`src/hw/rtl/lru_pkg.sv`:
```
`timescale 1ns / 1ps

package lru_pkg;

   // cache geometry and field widths
   localparam int ENTRIES    = 128;
   localparam int KEY_BITS   = 16;
   localparam int VALUE_BITS = 32;

   localparam int IDX_BITS  = $clog2(ENTRIES);
   localparam int CNT_BITS  = $clog2(ENTRIES + 1);
   localparam int RANK_BITS = IDX_BITS;

   typedef logic [KEY_BITS-1:0]          key_type;
   typedef logic signed [VALUE_BITS-1:0] value_type;
   typedef logic [IDX_BITS-1:0]          idx_type;
   typedef logic [CNT_BITS-1:0]          cnt_type;
   typedef logic [RANK_BITS-1:0]         rank_type;

   // commands from the sequencer to the datapath
   typedef struct packed {
      logic    start;
      logic    scan;
      logic    decide;
      logic    update;
      logic    load_rsp;
      idx_type addr;
   } cmd_type;

endpackage

```
`src/hw/rtl/lru_ctrl.sv`:
```
`timescale 1ns / 1ps

module lru_ctrl import lru_pkg::*; (
   input  logic    clock,
   input  logic    reset,
   input  logic    req_valid,
   output logic    req_ready,
   input  logic    rsp_ready,
   output logic    rsp_valid,
   output cmd_type cmd
);

   typedef enum logic [2:0] {
      S_IDLE,
      S_SCAN,
      S_DECIDE,
      S_UPDATE,
      S_DONE
   } state_type;

   state_type state_ff;
   cnt_type   cnt_ff;
   logic      rsp_valid_ff;
   logic      cnt_end;

   assign cnt_end   = (cnt_ff == CNT_BITS'(ENTRIES));
   assign req_ready = (state_ff == S_IDLE);
   assign rsp_valid = rsp_valid_ff;

   // command decode
   always_comb begin
      cmd          = '0;
      cmd.addr     = cnt_ff[IDX_BITS-1:0];
      cmd.start    = (state_ff == S_IDLE) && req_valid;
      cmd.scan     = (state_ff == S_SCAN) && !cnt_end;
      cmd.decide   = (state_ff == S_DECIDE);
      cmd.update   = (state_ff == S_UPDATE) && !cnt_end;
      cmd.load_rsp = (state_ff == S_DONE) && (!rsp_valid_ff || rsp_ready);
   end

   // sequencer: scan pass, decision, rank update pass, result hand-off
   always_ff @(posedge clock) begin
      if (reset) begin
         state_ff     <= S_IDLE;
         cnt_ff       <= '0;
         rsp_valid_ff <= 1'b0;
      end else begin
         unique case (state_ff)
            S_IDLE: begin
               if (req_valid) begin
                  state_ff <= S_SCAN;
                  cnt_ff   <= '0;
               end
            end
            S_SCAN: begin
               if (cnt_end) begin
                  state_ff <= S_DECIDE;
               end else begin
                  cnt_ff <= cnt_ff + CNT_BITS'(1);
               end
            end
            S_DECIDE: begin
               state_ff <= S_UPDATE;
               cnt_ff   <= '0;
            end
            S_UPDATE: begin
               if (cnt_end) begin
                  state_ff <= S_DONE;
               end else begin
                  cnt_ff <= cnt_ff + CNT_BITS'(1);
               end
            end
            S_DONE: begin
               if (cmd.load_rsp) begin
                  state_ff <= S_IDLE;
               end
            end
            default: begin
               state_ff <= S_IDLE;
            end
         endcase

         if (cmd.load_rsp) begin
            rsp_valid_ff <= 1'b1;
         end else if (rsp_ready) begin
            rsp_valid_ff <= 1'b0;
         end
      end
   end

endmodule

```
`config.mk`:
```
export PLATFORM = sky130hd
export DESIGN_NAME = lru_ctrl
export DESIGN_NICKNAME = d
export VERILOG_FILES = /design/src/hw/rtl/lru_pkg.sv /design/src/hw/rtl/lru_ctrl.sv
export SDC_FILE = /design/constraint.sdc
export NUM_CORES = 1
export LEC_CHECK = 0
export BUFFER_PORTS_ARGS = -buffer_cell sky130_fd_sc_hd__buf_2
export CORE_MARGIN = 2
export CORE_UTILIZATION = 51
export CTS_CLUSTER_SIZE = 28
export DETAILED_ROUTE_END_ITERATION = 10
export GPL_ROUTABILITY_DRIVEN = 0
export PLACE_DENSITY = 0.76
export SKIP_LAST_GASP = 1
export SLEW_MARGIN = 20
export SYNTH_ARGS = -nofsm -noshare
export SYNTH_HDL_FRONTEND = slang
export SYNTH_SLANG_ARGS = --single-unit
```
`constraint.sdc`:
```
create_clock -name clock -period 1.9 [get_ports clock]
set_input_delay 0.475 -clock clock [delete_from_list [all_inputs] [get_ports clock]]
set_output_delay 0.475 -clock clock [all_outputs]
set_load 0.1 [all_outputs]
```
Word level (Yosys, flattened, before mapping)
Index checks and enable logic that the tools add are counted.

storage, ports and cells
  output and inout bits = 14
  input port bits = 4
  word-level logic and storage cells = 37
  bits in registers = 12

operators by class
  add/sub/neg operators = 1
  reductions and logical operators = 13
  eq/ne operators = 10
  multiplexer cells = 10

operator list
  kind                                            count
  case mux 8 bit (3 select lines)                 1
  2-to-1 mux 8 bit                                2
  case mux 3 bit (5 select lines)                 1
  2-to-1 mux 3 bit                                4
  inequality test 2 bit (second input constant)   5
  adder 8 x 1 -> 8 bit (second input constant)    1
  == test 8 bit (second input constant)           1
  == test 3 x 2 -> 1 bit (second input constant)  2
  logical AND 1 bit                               4
  AND reduction 4 bit                             1
  == test 3 x 1 -> 1 bit (second input constant)  1
  == test 3 bit (second input constant)           1
  logical NOT 3 bit                               1
  AND reduction 3 bit                             1
  nonzero test 3 bit                              1
  logical NOT 1 bit                               2
  2-to-1 mux 1 bit                                2
  nonzero test 2 bit                              1
  OR reduction 2 bit                              1
  logical OR 1 bit                                1

Longest topological paths before layout
  depth in word-level cells = 5
  depth in mapped cells = 7
  mapped depth without buffers = 6

Least setup slack after synthesis
No wires, ideal clock.

  kind = flip-flop to output port
  start = register state_ff[2]
  end = output port cmd[11] (netlist name)
  stages on the path, launching flop included = 4
  data arrival time = 3480 ps
  setup slack = -2055 ps
  data required time = 1425 ps
  cells stage by stage = dfxtp_1 buf_6 nor3_1 and2_1

RTL lines
  what                    RTL line        RTL
  start, declared         lru_ctrl.sv:21  state_type state_ff;
  start signal, assigned  lru_ctrl.sv:44  state_ff <= S_IDLE;
  start signal, assigned  lru_ctrl.sv:51  state_ff <= S_SCAN;
  start signal, assigned  lru_ctrl.sv:57  state_ff <= S_DECIDE;
  end, declared           lru_ctrl.sv:10  output cmd_type cmd

==> impl_metrics.ini <==
[run_status]
status = finished with violations
violations = setup timing

[synth]
yosys-top-cells-area = dfxtp_1 (31%), buf_4 (6.9%), a21oi_1 (3.9%)
yosysTopAreaCellShare_pct = 31.3
synth_area_per_cell_um2 = 8.34
synth_ff_type = dfxtp_1
synth_cell_type_count = 36
syn_area_um2 = 767
syn_nets = 98
synth_common_cells = dfxtp_1 (12), buf_4 (7), a21oi_1 (6), nand2_1 (6), nor2_1 (6)
yosysTopAreaCell = dfxtp_1
synth_warnings = 0
yosysSeqAreaShare_pct = 31.3
netlist_instances = 92
synth_edf_count = 0
synth.most_common_cell = dfxtp_1
synthArstFlopShare_pct = 0
synth_seq_cells = 12

[critical_path]
critPathLaunch = cnt_ff[1]
critical_path_class = reg2out
crit_chain = inv_2 -> ha_4 -> nor4b_4 -> a21o_1 -> nor2_4 -> buf_12
crit_end = cmd[10]
arrival_ns = 1.49
startpoint_type = register
critPathRequiredTime_ns = 1.42
critPathMaxFanout = 3
r2r_slack_ns = 0.24
r2r-start = state_ff[0]
slowest_delay_ns = 0.35
critical_path.endpoint_type = primary output
critPathSlowestCell = dfxtp_4
reg2reg_to = cnt_ff[7]
r2r_cells = 5

[drt]
drc = 0
dr.pass1.iters = 4
drtAntennaViolNets = 0
vias = 732
via_per_inst = 6.05
drt_iter0_markers = 18
post_drt_wl_per_cell_um = 14.8
routed_wl_mm = 1.79

[floorplanning]
io_pins = 18
fp.dieArea_um2 = 1830
die_w_um = 42.8
coreArea_um2 = 1350
die_h_um = 42.8
start_util_pct = 56.8
rows = 13

[sta]
max_freq_mhz = 510
fin_skew_ns = 0.00827
hold_viol_final = 0
min_period_ns = 1.96
drv_slew = 0
rsz0062_at_grt = true
finalCritPeriodShare_pct = 103
max-slew-margin-rel_pct = 64.7
timing.final.ws_setup_ns = -0.0603
worst-slew-pin-transition_ns = 0.528
hold_slack_ns = 0.521
setup_viol = 2

[layout]
final_net_count = 113
drive_gt1_share_pct = 46.2
syn_to_final_growth_pct = 31.8
antenna_cells = 0

[power]
powerDensity_nw_per_um2 = 608
leakage_nw = 0.419
p_total_mw = 0.615
ir_drop_v = 0.000416

[clock_tree]
cts_root_buffer = clkbuf_4
cts_buffers = 3
clkSinkCount = 12
cts_tree = done
clk_latency_ns = 0.28
h-tree-depth = 1
hold_buffers = 0
clockBufferDepth = 2
clkSlewWorstSetupHoldPaths_ns = 0.08

[grt]
grt_pass1_vias = 653
grt-ovfl-total = 0
grt_pass1_wl_mm = 3.08
grtUsageTotal_pct = 22.4
grt_max_degree = 14
antenna_found_initial = 0

[place]
hpwl_mm = 1.33
port_buffers = 17

[job]
maxCapViolations = 0

[worst_hold_path]
hold_path_class = reg2reg
-- cell usage in the layout (no fill, tap or decap), drive strengths merged --
| master | count |
|---|---|
| nor3b | 2 |
| o211ai | 3 |
| o41ai | 1 |
| nor4b | 1 |
| a21o | 1 |
| nor2 | 7 |
| o21ai | 3 |
| xnor2 | 1 |
| nand2b | 1 |
| and2 | 2 |
| buf | 22 |
| nor3 | 6 |
| inv | 3 |
| nand2 | 6 |
| nor2b | 2 |
| a31oi | 1 |
| dfxtp | 12 |
| clkbuf | 5 |
| or4 | 3 |
| and3 | 4 |
| a211oi | 1 |
| a311oi | 1 |
| a21oi | 6 |
| nand3b | 1 |
| nand3 | 5 |
| or2 | 1 |
| o311ai | 1 |
| nand4 | 2 |
| ha | 2 |
-- flip-flops by register name, indices dropped and copies added, names as in the netlist --
name       cells
cnt_ff         8
rsp_valid      1
state_ff       3
-- metrics by stage --
stage | cell area [um^2] | setup WS [ns] | util (%) | instances | setup TNS (ns)
after floorplan | 823 | -0.306 | - | 92 | -0.534
after global placement | 923 | 0.182 | 68.4 | 114 | 0
after detailed placement | 923 | 0.151 | 68.4 | 114 | 0
after CTS | 1010 | -0.0728 | 74.6 | 121 | -0.121
after global routing | 1010 | -0.124 | 74.9 | 121 | -0.243
final | 1010 | -0.0603 | 74.9 | 121 | -0.116
-- critical path: cells and delay by family, from the launching register on --
kind | cells | cell delay (ns)
buf+inv | 2 | 0.22
simple gates | 2 | 0.31
compound gates | 1 | 0.22
flops | 1 | 0.35
fa+ha+maj | 1 | 0.11
-- worst min path at each step --
stage	start	end	slack, ns	cells past startpoint
after floorplan	cnt_ff[0]	cnt_ff[0]	0.45	1
final	cnt_ff[7]	cnt_ff[7]	0.52	2
after detailed placement	cnt_ff[0]	cnt_ff[0]	0.48	1
after global routing	reset	state_ff[1]	0.56	2
after CTS	cnt_ff[7]	cnt_ff[7]	0.52	2
after global placement	cnt_ff[0]	cnt_ff[0]	0.46	1
-- cells by family after synthesis --
kind of cell	synth area share, %
AO/OA/AOI/OAI	16.5
flip-flops	31.3
XOR/XNOR	1.14
AND/OR/NAND/NOR	33.9
buffers and inverters	13.9
adder cells (fa/ha/maj)	3.26
-- cell type report --
cell class / count / area, um^2
multi-input cells: 64 / 487
fillers: 92 / 339
repair buffers: 23 / 208
flip-flops and latches: 12 / 250
inverters: 3 / 11.3
clock buffers: 4 / 36.3
well taps: 15 / 18.8
-- power by group --
| part | internal (mW) | total (mW) | switching, mW | leakage, nW |
|---|---|---|---|---|
| combinational | 0.0477 | 0.149 | 0.101 | 0.299 |
| clock | 0.117 | 0.203 | 0.0868 | 0.0210 |
| sequential | 0.255 | 0.262 | 0.00703 | 0.0997 |
| total | 0.419 | 0.615 | 0.195 | 0.419 |
-- per-layer routing --
metal / global-route usage, % / wire length [um] / vias to the layer above
met5: 0 / 0 / -
met4: 9.38 / 19 / 0
met3: 7.23 / 111 / 4
met2: 33.9 / 883 / 26
met1: 28.8 / 778 / 351
li1: - / - / 351
-- repair_timing --
item,4_1_cts,5_1_grt
setup buffers,3,0
gates resized for setup,8,2
pin swaps,2,2
setup endpoints to repair,2,5
(Power assumes the default switching activity.)
